### src/pi_differential_steering_top_assert.svh
// assertion macros for the differential steering controller
`ifndef PI_DIFFERENTIAL_STEERING_TOP_ASSERT_SVH
`define PI_DIFFERENTIAL_STEERING_TOP_ASSERT_SVH

`ifndef SYNTHESIS

// same-cycle implication, disabled in reset
`define PIDS_ASSERT_IMPL(label, clk, rst_n, ante, cons) \
    label: assert property (@(posedge clk) disable iff (!rst_n) (ante) |-> (cons)) \
        else $error("pids assertion failed");

// next-cycle implication, disabled in reset
`define PIDS_ASSERT_NEXT(label, clk, rst_n, ante, cons) \
    label: assert property (@(posedge clk) disable iff (!rst_n) (ante) |=> (cons)) \
        else $error("pids assertion failed");

`else

`define PIDS_ASSERT_IMPL(label, clk, rst_n, ante, cons)
`define PIDS_ASSERT_NEXT(label, clk, rst_n, ante, cons)

`endif

`endif

### src/pids_pkg.sv
// shared widths, register codes and config type for the steering controller
`timescale 1ns / 1ps

package pids_pkg;

    // field widths
    localparam int ERR_W      = 16;
    localparam int DUTY_W     = 8;
    localparam int PGAIN_W    = 12;
    localparam int IGAIN_W    = 5;
    localparam int LIMIT_W    = 15;
    localparam int INTEG_W    = 16;
    localparam int CFG_IDX_W  = 3;
    localparam int CFG_DATA_W = 15;

    // register indexes
    localparam logic [CFG_IDX_W-1:0] REG_BASE_DUTY        = 3'd0;
    localparam logic [CFG_IDX_W-1:0] REG_ZERO_ERROR_BOOST = 3'd1;
    localparam logic [CFG_IDX_W-1:0] REG_PROP_GAIN_Q4     = 3'd2;
    localparam logic [CFG_IDX_W-1:0] REG_INTEG_GAIN_Q4    = 3'd3;
    localparam logic [CFG_IDX_W-1:0] REG_INTEGRAL_LIMIT   = 3'd4;
    localparam logic [CFG_IDX_W-1:0] REG_DUTY_MIN         = 3'd5;
    localparam logic [CFG_IDX_W-1:0] REG_DUTY_MAX         = 3'd6;
    localparam logic [CFG_IDX_W-1:0] REG_LEFT_OFFSET      = 3'd7;

    // reset values
    localparam logic [DUTY_W-1:0]  RST_BASE_DUTY        = 8'd120;
    localparam logic [DUTY_W-1:0]  RST_ZERO_ERROR_BOOST = 8'd120;
    localparam logic [PGAIN_W-1:0] RST_PROP_GAIN_Q4     = 12'd160;
    localparam logic [IGAIN_W-1:0] RST_INTEG_GAIN_Q4    = 5'd8;
    localparam logic [LIMIT_W-1:0] RST_INTEGRAL_LIMIT   = 15'd100;
    localparam logic [DUTY_W-1:0]  RST_DUTY_MIN         = 8'd70;
    localparam logic [DUTY_W-1:0]  RST_DUTY_MAX         = 8'd255;
    localparam logic [DUTY_W-1:0]  RST_LEFT_OFFSET      = 8'd5;

    // unity integral gain in q4
    localparam logic [IGAIN_W-1:0] IGAIN_UNITY = 5'd16;

    typedef struct packed {
        logic [DUTY_W-1:0]  base_duty;
        logic [DUTY_W-1:0]  zero_error_boost;
        logic [PGAIN_W-1:0] prop_gain_q4;
        logic [IGAIN_W-1:0] integ_gain_q4;
        logic [LIMIT_W-1:0] integral_limit;
        logic [DUTY_W-1:0]  duty_min;
        logic [DUTY_W-1:0]  duty_max;
        logic [DUTY_W-1:0]  left_offset;
    } cfg_t;

endpackage

### src/pids_err_if.sv
// steering error request channel
`timescale 1ns / 1ps

interface pids_err_if;
    logic                                valid;
    logic                                ready;
    logic signed [pids_pkg::ERR_W-1:0]   steer_error;

    modport source (output valid, output steer_error, input ready);
    modport sink (input valid, input steer_error, output ready);
endinterface

### src/pids_duty_if.sv
// duty result request channel
`timescale 1ns / 1ps

interface pids_duty_if;
    logic                          valid;
    logic                          ready;
    logic [pids_pkg::DUTY_W-1:0]   left_duty;
    logic [pids_pkg::DUTY_W-1:0]   right_duty;

    modport source (output valid, output left_duty, output right_duty, input ready);
    modport sink (input valid, input left_duty, input right_duty, output ready);
endinterface

### src/pids_cfg_if.sv
// configuration write request channel
`timescale 1ns / 1ps

interface pids_cfg_if;
    logic                              valid;
    logic                              ready;
    logic [pids_pkg::CFG_IDX_W-1:0]    index;
    logic [pids_pkg::CFG_DATA_W-1:0]   data;

    modport source (output valid, output index, output data, input ready);
    modport sink (input valid, input index, input data, output ready);
endinterface

### src/pids_cfg_regs.sv
// configuration register file of the steering controller
`timescale 1ns / 1ps

module pids_cfg_regs (
    input  logic             clk,
    input  logic             rst_n,
    pids_cfg_if.sink         cfg,
    output pids_pkg::cfg_t   regs
);
    import pids_pkg::*;

    cfg_t regs_reg;

    // writes are always taken
    assign cfg.ready = 1'b1;
    assign regs      = regs_reg;

    // register writes, each field keeps its low bits
    always_ff @(posedge clk or negedge rst_n)
    begin
        if (!rst_n)
        begin
            regs_reg.base_duty        <= RST_BASE_DUTY;
            regs_reg.zero_error_boost <= RST_ZERO_ERROR_BOOST;
            regs_reg.prop_gain_q4     <= RST_PROP_GAIN_Q4;
            regs_reg.integ_gain_q4    <= RST_INTEG_GAIN_Q4;
            regs_reg.integral_limit   <= RST_INTEGRAL_LIMIT;
            regs_reg.duty_min         <= RST_DUTY_MIN;
            regs_reg.duty_max         <= RST_DUTY_MAX;
            regs_reg.left_offset      <= RST_LEFT_OFFSET;
        end
        else if (cfg.valid)
        begin
            unique case (cfg.index)
                REG_BASE_DUTY:        regs_reg.base_duty        <= cfg.data[DUTY_W-1:0];
                REG_ZERO_ERROR_BOOST: regs_reg.zero_error_boost <= cfg.data[DUTY_W-1:0];
                REG_PROP_GAIN_Q4:     regs_reg.prop_gain_q4     <= cfg.data[PGAIN_W-1:0];
                REG_INTEG_GAIN_Q4:    regs_reg.integ_gain_q4    <= cfg.data[IGAIN_W-1:0];
                REG_INTEGRAL_LIMIT:   regs_reg.integral_limit   <= cfg.data[LIMIT_W-1:0];
                REG_DUTY_MIN:         regs_reg.duty_min         <= cfg.data[DUTY_W-1:0];
                REG_DUTY_MAX:         regs_reg.duty_max         <= cfg.data[DUTY_W-1:0];
                REG_LEFT_OFFSET:      regs_reg.left_offset      <= cfg.data[DUTY_W-1:0];
                default:              ;
            endcase
        end
    end

endmodule

### src/pi_differential_steering_top.sv
// top level of the pi differential steering controller
//
// channel   role   payload
// steer     sink   steer_error (16 bit signed)
// duty      source left_duty, right_duty (8 bit each)
// cfg       sink   index (3 bit), data (15 bit); always ready
//
// one error request per cycle while the duty channel takes results; after the accept edge
// a request passes the input register, then the integral/product stage, then the duty output register
// the integral register closes a single-register loop: add, clamp, scale by gain
// a stalled result stalls the stages behind it only as far as they are full
// reset clears the integral to zero and loads the register defaults
`timescale 1ns / 1ps
`include "pi_differential_steering_top_assert.svh"

module pi_differential_steering_top (
    input  logic          clk,
    input  logic          rst_n,
    pids_err_if.sink      steer,
    pids_duty_if.source   duty,
    pids_cfg_if.sink      cfg
);
    import pids_pkg::*;

    cfg_t cfg_q;

    // stage handshake
    logic en_out;
    logic en_s2;
    logic en_s1;

    // input stage
    logic                     s1_valid_reg;
    logic signed [ERR_W-1:0]  s1_err_reg;

    // integral stage
    logic signed [INTEG_W-1:0] acc_reg;
    logic signed [INTEG_W-1:0] acc_next;
    logic signed [16:0]        sum_wide;
    logic signed [16:0]        lim_pos;
    logic signed [16:0]        lim_neg;
    logic signed [16:0]        sum_clamp;
    logic signed [15:0]        sum_c16;
    logic [IGAIN_W-1:0]        gain_eff;
    logic signed [21:0]        scaled;
    logic signed [21:0]        biased;
    logic signed [28:0]        prod;
    logic [8:0]                base_sum;

    logic                      s2_valid_reg;
    logic signed [28:0]        s2_prod_reg;
    logic signed [INTEG_W-1:0] s2_integ_reg;
    logic [8:0]                s2_base_reg;

    // duty stage
    logic signed [19:0] integ_q4;
    logic signed [29:0] total_q4;
    logic signed [30:0] base_q4;
    logic signed [30:0] left_q4;
    logic signed [30:0] right_q4;
    logic signed [26:0] left_fl;
    logic signed [26:0] right_fl;
    logic signed [27:0] left_int;
    logic signed [27:0] right_int;
    logic [DUTY_W-1:0]  left_clamp;
    logic [DUTY_W-1:0]  right_clamp;

    logic               out_valid_reg;
    logic [DUTY_W-1:0]  left_reg;
    logic [DUTY_W-1:0]  right_reg;

    // when the bounds cross, values below the lower bound give the lower bound, all others the upper bound
    function automatic logic [DUTY_W-1:0] clamp_duty(
        input logic signed [27:0] v,
        input logic [DUTY_W-1:0]  lo,
        input logic [DUTY_W-1:0]  hi
    );
        logic signed [27:0] lo_s;
        logic signed [27:0] hi_s;
        logic [DUTY_W-1:0]  res;
        lo_s = {20'd0, lo};
        hi_s = {20'd0, hi};
        priority if (v < lo_s)
            res = lo;
        else if (v > hi_s)
            res = hi;
        else
            res = v[DUTY_W-1:0];
        return res;
    endfunction

    pids_cfg_regs u_cfg_regs (
        .clk   (clk),
        .rst_n (rst_n),
        .cfg   (cfg),
        .regs  (cfg_q)
    );

    // stage enables
    assign en_out      = !out_valid_reg || duty.ready;
    assign en_s2       = !s2_valid_reg || en_out;
    assign en_s1       = !s1_valid_reg || en_s2;
    assign steer.ready = en_s1;

    // input register
    always_ff @(posedge clk or negedge rst_n)
    begin
        if (!rst_n)
            s1_valid_reg <= 1'b0;
        else if (en_s1)
            s1_valid_reg <= steer.valid;
    end

    always_ff @(posedge clk)
    begin
        if (en_s1 && steer.valid)
            s1_err_reg <= steer.steer_error;
    end

    // integral update: add, clamp, scale, truncate toward zero
    always_comb
    begin
        sum_wide = {acc_reg[15], acc_reg} + {s1_err_reg[15], s1_err_reg};
        lim_pos  = {2'b00, cfg_q.integral_limit};
        lim_neg  = -lim_pos;
        priority if (sum_wide > lim_pos)
            sum_clamp = lim_pos;
        else if (sum_wide < lim_neg)
            sum_clamp = lim_neg;
        else
            sum_clamp = sum_wide;
        sum_c16  = sum_clamp[15:0];
        gain_eff = (cfg_q.integ_gain_q4 > IGAIN_UNITY) ? IGAIN_UNITY : cfg_q.integ_gain_q4;
        scaled   = sum_c16 * $signed({1'b0, gain_eff});
        biased   = scaled + (scaled[21] ? 22'sd15 : 22'sd0);
        acc_next = biased[19:4];
    end

    // proportional product and base duty
    always_comb
    begin
        prod     = $signed({1'b0, cfg_q.prop_gain_q4}) * s1_err_reg;
        base_sum = {1'b0, cfg_q.base_duty}
                 + ((s1_err_reg == '0) ? {1'b0, cfg_q.zero_error_boost} : 9'd0);
    end

    always_ff @(posedge clk or negedge rst_n)
    begin
        if (!rst_n)
        begin
            s2_valid_reg <= 1'b0;
            acc_reg      <= '0;
        end
        else if (en_s2)
        begin
            s2_valid_reg <= s1_valid_reg;
            if (s1_valid_reg)
                acc_reg <= acc_next;
        end
    end

    always_ff @(posedge clk)
    begin
        if (en_s2 && s1_valid_reg)
        begin
            s2_prod_reg  <= prod;
            s2_integ_reg <= acc_next;
            s2_base_reg  <= base_sum;
        end
    end

    // q4 total, floor, left trim and clamp
    always_comb
    begin
        integ_q4    = {s2_integ_reg, 4'b0000};
        total_q4    = {s2_prod_reg[28], s2_prod_reg} + {{10{integ_q4[19]}}, integ_q4};
        base_q4     = {18'd0, s2_base_reg, 4'b0000};
        left_q4     = base_q4 - {total_q4[29], total_q4};
        right_q4    = base_q4 + {total_q4[29], total_q4};
        left_fl     = left_q4[30:4];
        right_fl    = right_q4[30:4];
        left_int    = {left_fl[26], left_fl}
                    + {{20{cfg_q.left_offset[7]}}, cfg_q.left_offset};
        right_int   = {right_fl[26], right_fl};
        left_clamp  = clamp_duty(left_int, cfg_q.duty_min, cfg_q.duty_max);
        right_clamp = clamp_duty(right_int, cfg_q.duty_min, cfg_q.duty_max);
    end

    // output register
    always_ff @(posedge clk or negedge rst_n)
    begin
        if (!rst_n)
            out_valid_reg <= 1'b0;
        else if (en_out)
            out_valid_reg <= s2_valid_reg;
    end

    always_ff @(posedge clk)
    begin
        if (en_out && s2_valid_reg)
        begin
            left_reg  <= left_clamp;
            right_reg <= right_clamp;
        end
    end

    assign duty.valid      = out_valid_reg;
    assign duty.left_duty  = left_reg;
    assign duty.right_duty = right_reg;

    // checks
    `PIDS_ASSERT_IMPL(a_integ_range, clk, rst_n, 1'b1, acc_reg != 16'sh8000)
    `PIDS_ASSERT_NEXT(a_integ_hold, clk, rst_n, !(en_s2 && s1_valid_reg), $stable(acc_reg))
    `PIDS_ASSERT_IMPL(a_out_source, clk, rst_n, $rose(out_valid_reg), $past(s2_valid_reg))

endmodule
### src/flat_wrapper.sv
// flat-port wrapper written by rule: the top's interface ports become plain ports
module pi_differential_steering_top_flat import pids_pkg::*;
  (clk, rst_n, steer_valid, steer_steer_error, steer_ready, duty_valid, duty_left_duty, duty_right_duty, duty_ready, cfg_valid, cfg_index, cfg_data, cfg_ready);
  pids_err_if steer_i ();
  pids_duty_if duty_i ();
  pids_cfg_if cfg_i ();
  input  logic clk;
  input  logic rst_n;
  input wire logic [$bits(steer_i.valid)-1:0] steer_valid;
  input wire logic [$bits(steer_i.steer_error)-1:0] steer_steer_error;
  output wire logic [$bits(steer_i.ready)-1:0] steer_ready;
  output wire logic [$bits(duty_i.valid)-1:0] duty_valid;
  output wire logic [$bits(duty_i.left_duty)-1:0] duty_left_duty;
  output wire logic [$bits(duty_i.right_duty)-1:0] duty_right_duty;
  input wire logic [$bits(duty_i.ready)-1:0] duty_ready;
  input wire logic [$bits(cfg_i.valid)-1:0] cfg_valid;
  input wire logic [$bits(cfg_i.index)-1:0] cfg_index;
  input wire logic [$bits(cfg_i.data)-1:0] cfg_data;
  output wire logic [$bits(cfg_i.ready)-1:0] cfg_ready;
  assign steer_i.valid = steer_valid;
  assign steer_i.steer_error = steer_steer_error;
  assign steer_ready = steer_i.ready;
  assign duty_valid = duty_i.valid;
  assign duty_left_duty = duty_i.left_duty;
  assign duty_right_duty = duty_i.right_duty;
  assign duty_i.ready = duty_ready;
  assign cfg_i.valid = cfg_valid;
  assign cfg_i.index = cfg_index;
  assign cfg_i.data = cfg_data;
  assign cfg_ready = cfg_i.ready;
  pi_differential_steering_top u_core (.clk(clk), .rst_n(rst_n), .steer(steer_i), .duty(duty_i), .cfg(cfg_i));
endmodule
### config.mk
export PLATFORM = sky130hd
export DESIGN_NAME = pi_differential_steering_top_flat
export DESIGN_NICKNAME = d
export VERILOG_FILES = /design/src/pids_pkg.sv /design/src/pids_err_if.sv /design/src/pids_duty_if.sv /design/src/pids_cfg_if.sv /design/src/pids_cfg_regs.sv /design/src/pi_differential_steering_top.sv /design/src/flat_wrapper.sv
export VERILOG_INCLUDE_DIRS = /design/src /design/src/src
export SDC_FILE = /design/constraint.sdc
export NUM_CORES = 1
export LEC_CHECK = 0
export BUFFER_PORTS_ARGS = -buffer_cell sky130_fd_sc_hd__buf_2
export CAP_MARGIN = 20
export CORE_MARGIN = 4
export CORE_UTILIZATION = 57
export CTS_CLUSTER_SIZE = 28
export DETAILED_ROUTE_END_ITERATION = 8
export GPL_TIMING_DRIVEN = 0
export PLACE_DENSITY = 0.83
export REMOVE_ABC_BUFFERS = 1
export SKIP_CTS_REPAIR_TIMING = 1
export SYNTH_ARGS = -nofsm -noshare
export SYNTH_HDL_FRONTEND = slang
export SYNTH_SLANG_ARGS = --single-unit
export TNS_END_PERCENT = 5
### constraint.sdc
create_clock -name clk -period 14.45 [get_ports clk]
set_clock_uncertainty 0.2 [all_clocks]
set_input_delay 0.7225 -clock clk [delete_from_list [all_inputs] [get_ports clk]]
set_output_delay 0.7225 -clock clk [all_outputs]
set_load 0.05 [all_outputs]
==> results.yml <==
synth:
  synth_edf_count: 86
  synth_cells: 2545
  synth_common_cells: "398 x inv_1, 264 x ha_1, 232 x fa_1, 204 x nor2_1, 175 x nand2_1"
  yosys-top-cells-area: "fa_1 20%, ha_1 14%, edfxtp_1 11%, dfrtp_1 6.8%, inv_1 6.4%"
  synth-main-ff-cell: "edfxtp_1"
  ys_seq_area_share_pct: 20.9
  synth_top_area_share_pct: 19.9
  syn_area_um2: 23400
  synth.most_common_cell: "inv_1"
  ys_async_sr_fraction_pct: 51.4
  yosysWarnings: 0
  yosysUniqueCellTypes: 84
  avgSynthCellArea_um2: 9.19
  ys_ff_latch: 177
  post-synth-top-area-cell: "fa_1"
worst_setup_path:
  r2r_slack_ns: 2.32
  regToRegEndpoint: "u_core.acc_reg[11]"
  crit_type: "flop to flop"
  max_stage_delay_ns: 0.81
  rr_worst_depth: 37
  reg2reg_from: "u_core.s1_err_reg[9]"
  critPathSlowestCell: "edfxtp_1"
  cp-end-kind: "flop"
  cp_max_fo: 14
  start_kind: "flop"
  arrival_ns: 12.31
  critPathRequiredTime_ns: 14.63
  crit_top_cell: "ha_1"
layout:
  syn2layout_area_growth_pct: 6.18
  fillers: 3177
  nets: 3098
  design_area_um2: 24800
  largest_reg_flops: 72
  drive_gt1_share_pct: 9.12
timing:
  fin_crit_sh_pct: 83.9
  final.min_clock_period_ns: 12.13
  worst_pin_slew_ns: 1.10
  fin_ws_ns: 2.32
  finalSetupViolations: 0
  finalSetupTns_ns: 0
  finalMaxSlewViolations: 0
  clock.fmax_mhz: 82.5
  relSlewSlack_pct: 25.8
  finalHoldViolCount: 0
  rsz0062_at_grt: "false"
floorplanning:
  die_x_um: 211
  core_um2: 40100
  rows: 73
  start_util_pct: 58.3
  io_pins: 58
  die_area_um2: 44300
  die_y_um: 211
placement:
  dp_slack_ns: 2.62
  port_buffers: 56
  place_area_um2: 24200
  hpwl_mm: 44.5
  place.gp.congestion: 0.929
clock_network:
  clk_latency_ns: 0.46
  cts_buffers: 17
  htree_levels: 4
  cts_tree: "yes"
  clock_sinks: 177
  ctsRootBufferMaster: "clkbuf_16"
  max-clock-path-buffers: 2
  clkTransAtPathRegs_ns: 0.07
global_route:
  grt-ovfl-total: 0
  first_global_vias: 19321
  track_usage_pct: 25.3
  grt_max_degree: 69
  antenna_found_initial: 1
  grt_pass1_wl_mm: 92.8
worst_hold_path:
  worstHoldStart: "steer_steer_error[0]"
  hold_depth: 1
  min_to: "u_core.s1_err_reg[0]"
  min_path_type: "input pin to flop"
detailed_routing:
  firstDrtPassIters: 5
  drc: 0
  via_per_inst: 5.92
  drt_iter0_drc: 1304
  via_count: 18369
  antenna_left: 0
  routedWlPerCell_um: 17.8
  drt-total-wl_mm: 55.3
job:
  cap_violations: 0
status:
  status: "complete, no violations"
per-layer routing:
metal | share of wire [%] | wire [µm] | vias to the layer above | track usage, %
li1 | - | - | 8572 | -
met1 | 42 | 23100 | 9013 | 31.9
met2 | 49 | 26800 | 626 | 43.9
met3 | 6.2 | 3450 | 158 | 4.55
met4 | 3.4 | 1900 | 0 | 9.08
met5 | 0 | 0 | - | 0
stage by stage:
stage	hold slack, ns	util, %	cells
floorplan	0.227	-	2477
global placement	0.263	60.0	3058
detailed placement	0.294	60.3	3067
CTS	-0.0203	61.9	3099
global route	0.235	61.9	3101
finish	0.247	61.9	3102
kinds of logic (layout without fill, tap and decap cells):
kind of cell | after synthesis | count (layout) | synth area share (%)
AO/OA/AOI/OAI | 458 | 458 | 12.9
XOR/XNOR | 152 | 152 | 5.69
adder cells (fa/ha/maj) | 496 | 496 | 34.0
buffers and inverters | 467 | 498 | 7.56
flip-flops | 177 | 177 | 20.9
multiplexers | 85 | 85 | 4.02
other | 1 | 2 | 0.0160
AND/OR/NAND/NOR | 709 | 709 | 14.9
cell type report:
cell class	count	area (µm²)	area share [%]
antenna	1	2.50	0.0101
clock buffer	19	454	1.83
clock inverter	13	168	0.675
inverter	399	1500	6.03
multi-input combinational	1901	16700	67.4
sequential	177	4890	19.7
tap	525	657	2.65
timing repair buffer	67	418	1.68
worst max-delay path by stage:
stage	from	to	slack, ns
after floorplan	u_core.s1_err_reg[9]	u_core.s2_integ_reg[6]	4.16
after global placement	u_core.s1_err_reg[9]	u_core.acc_reg[11]	2.30
after detailed placement	u_core.s1_err_reg[9]	u_core.acc_reg[11]	2.62
after CTS	u_core.s1_err_reg[0]	u_core.acc_reg[11]	2.55
after global routing	u_core.s1_err_reg[0]	u_core.acc_reg[13]	1.85
final	u_core.s1_err_reg[9]	u_core.acc_reg[11]	2.32
critical path: cells and delay by family, from the launching register on:
kind	cells	cell delay, ns
AOI/OAI and AO/OA	13	3.72
xor gates and xnor gates	3	1.11
adders and majority gates	7	2.96
buffers and inverters	3	0.35
DFF	1	0.81
muxes	2	0.62
and+or+nand+nor	9	2.26
cell usage in the layout, fill, tap and decap left out, types with 14 or more instances in the layout:
master,netlist,final
inv_1,398,398
ha_1,264,264
fa_1,232,232
nor2_1,204,202
nand2_1,175,175
a21oi_1,128,128
and2_1,120,120
xnor2_1,117,117
edfxtp_1,86,86
mux2_2,71,71
o21ai_0,68,68
dfrtp_1,64,64
buf_2,3,57
o21a_1,39,39
a21o_1,39,39
xor2_1,35,35
nand3_1,33,33
nor3_1,31,30
dfstp_2,27,27
nand2b_1,25,25
nand4_1,24,24
o21bai_1,23,23
o22ai_1,22,22
a31oi_1,22,22
clkbuf_16,0,18
nor2b_1,17,17
or2_2,15,15
nor4_1,15,15
or3_1,14,14
a211oi_1,14,14
mux2i_1,14,14
Power is not shown: default switching activity piles up to over one toggle a cycle in this logic, so the estimate is an artifact.
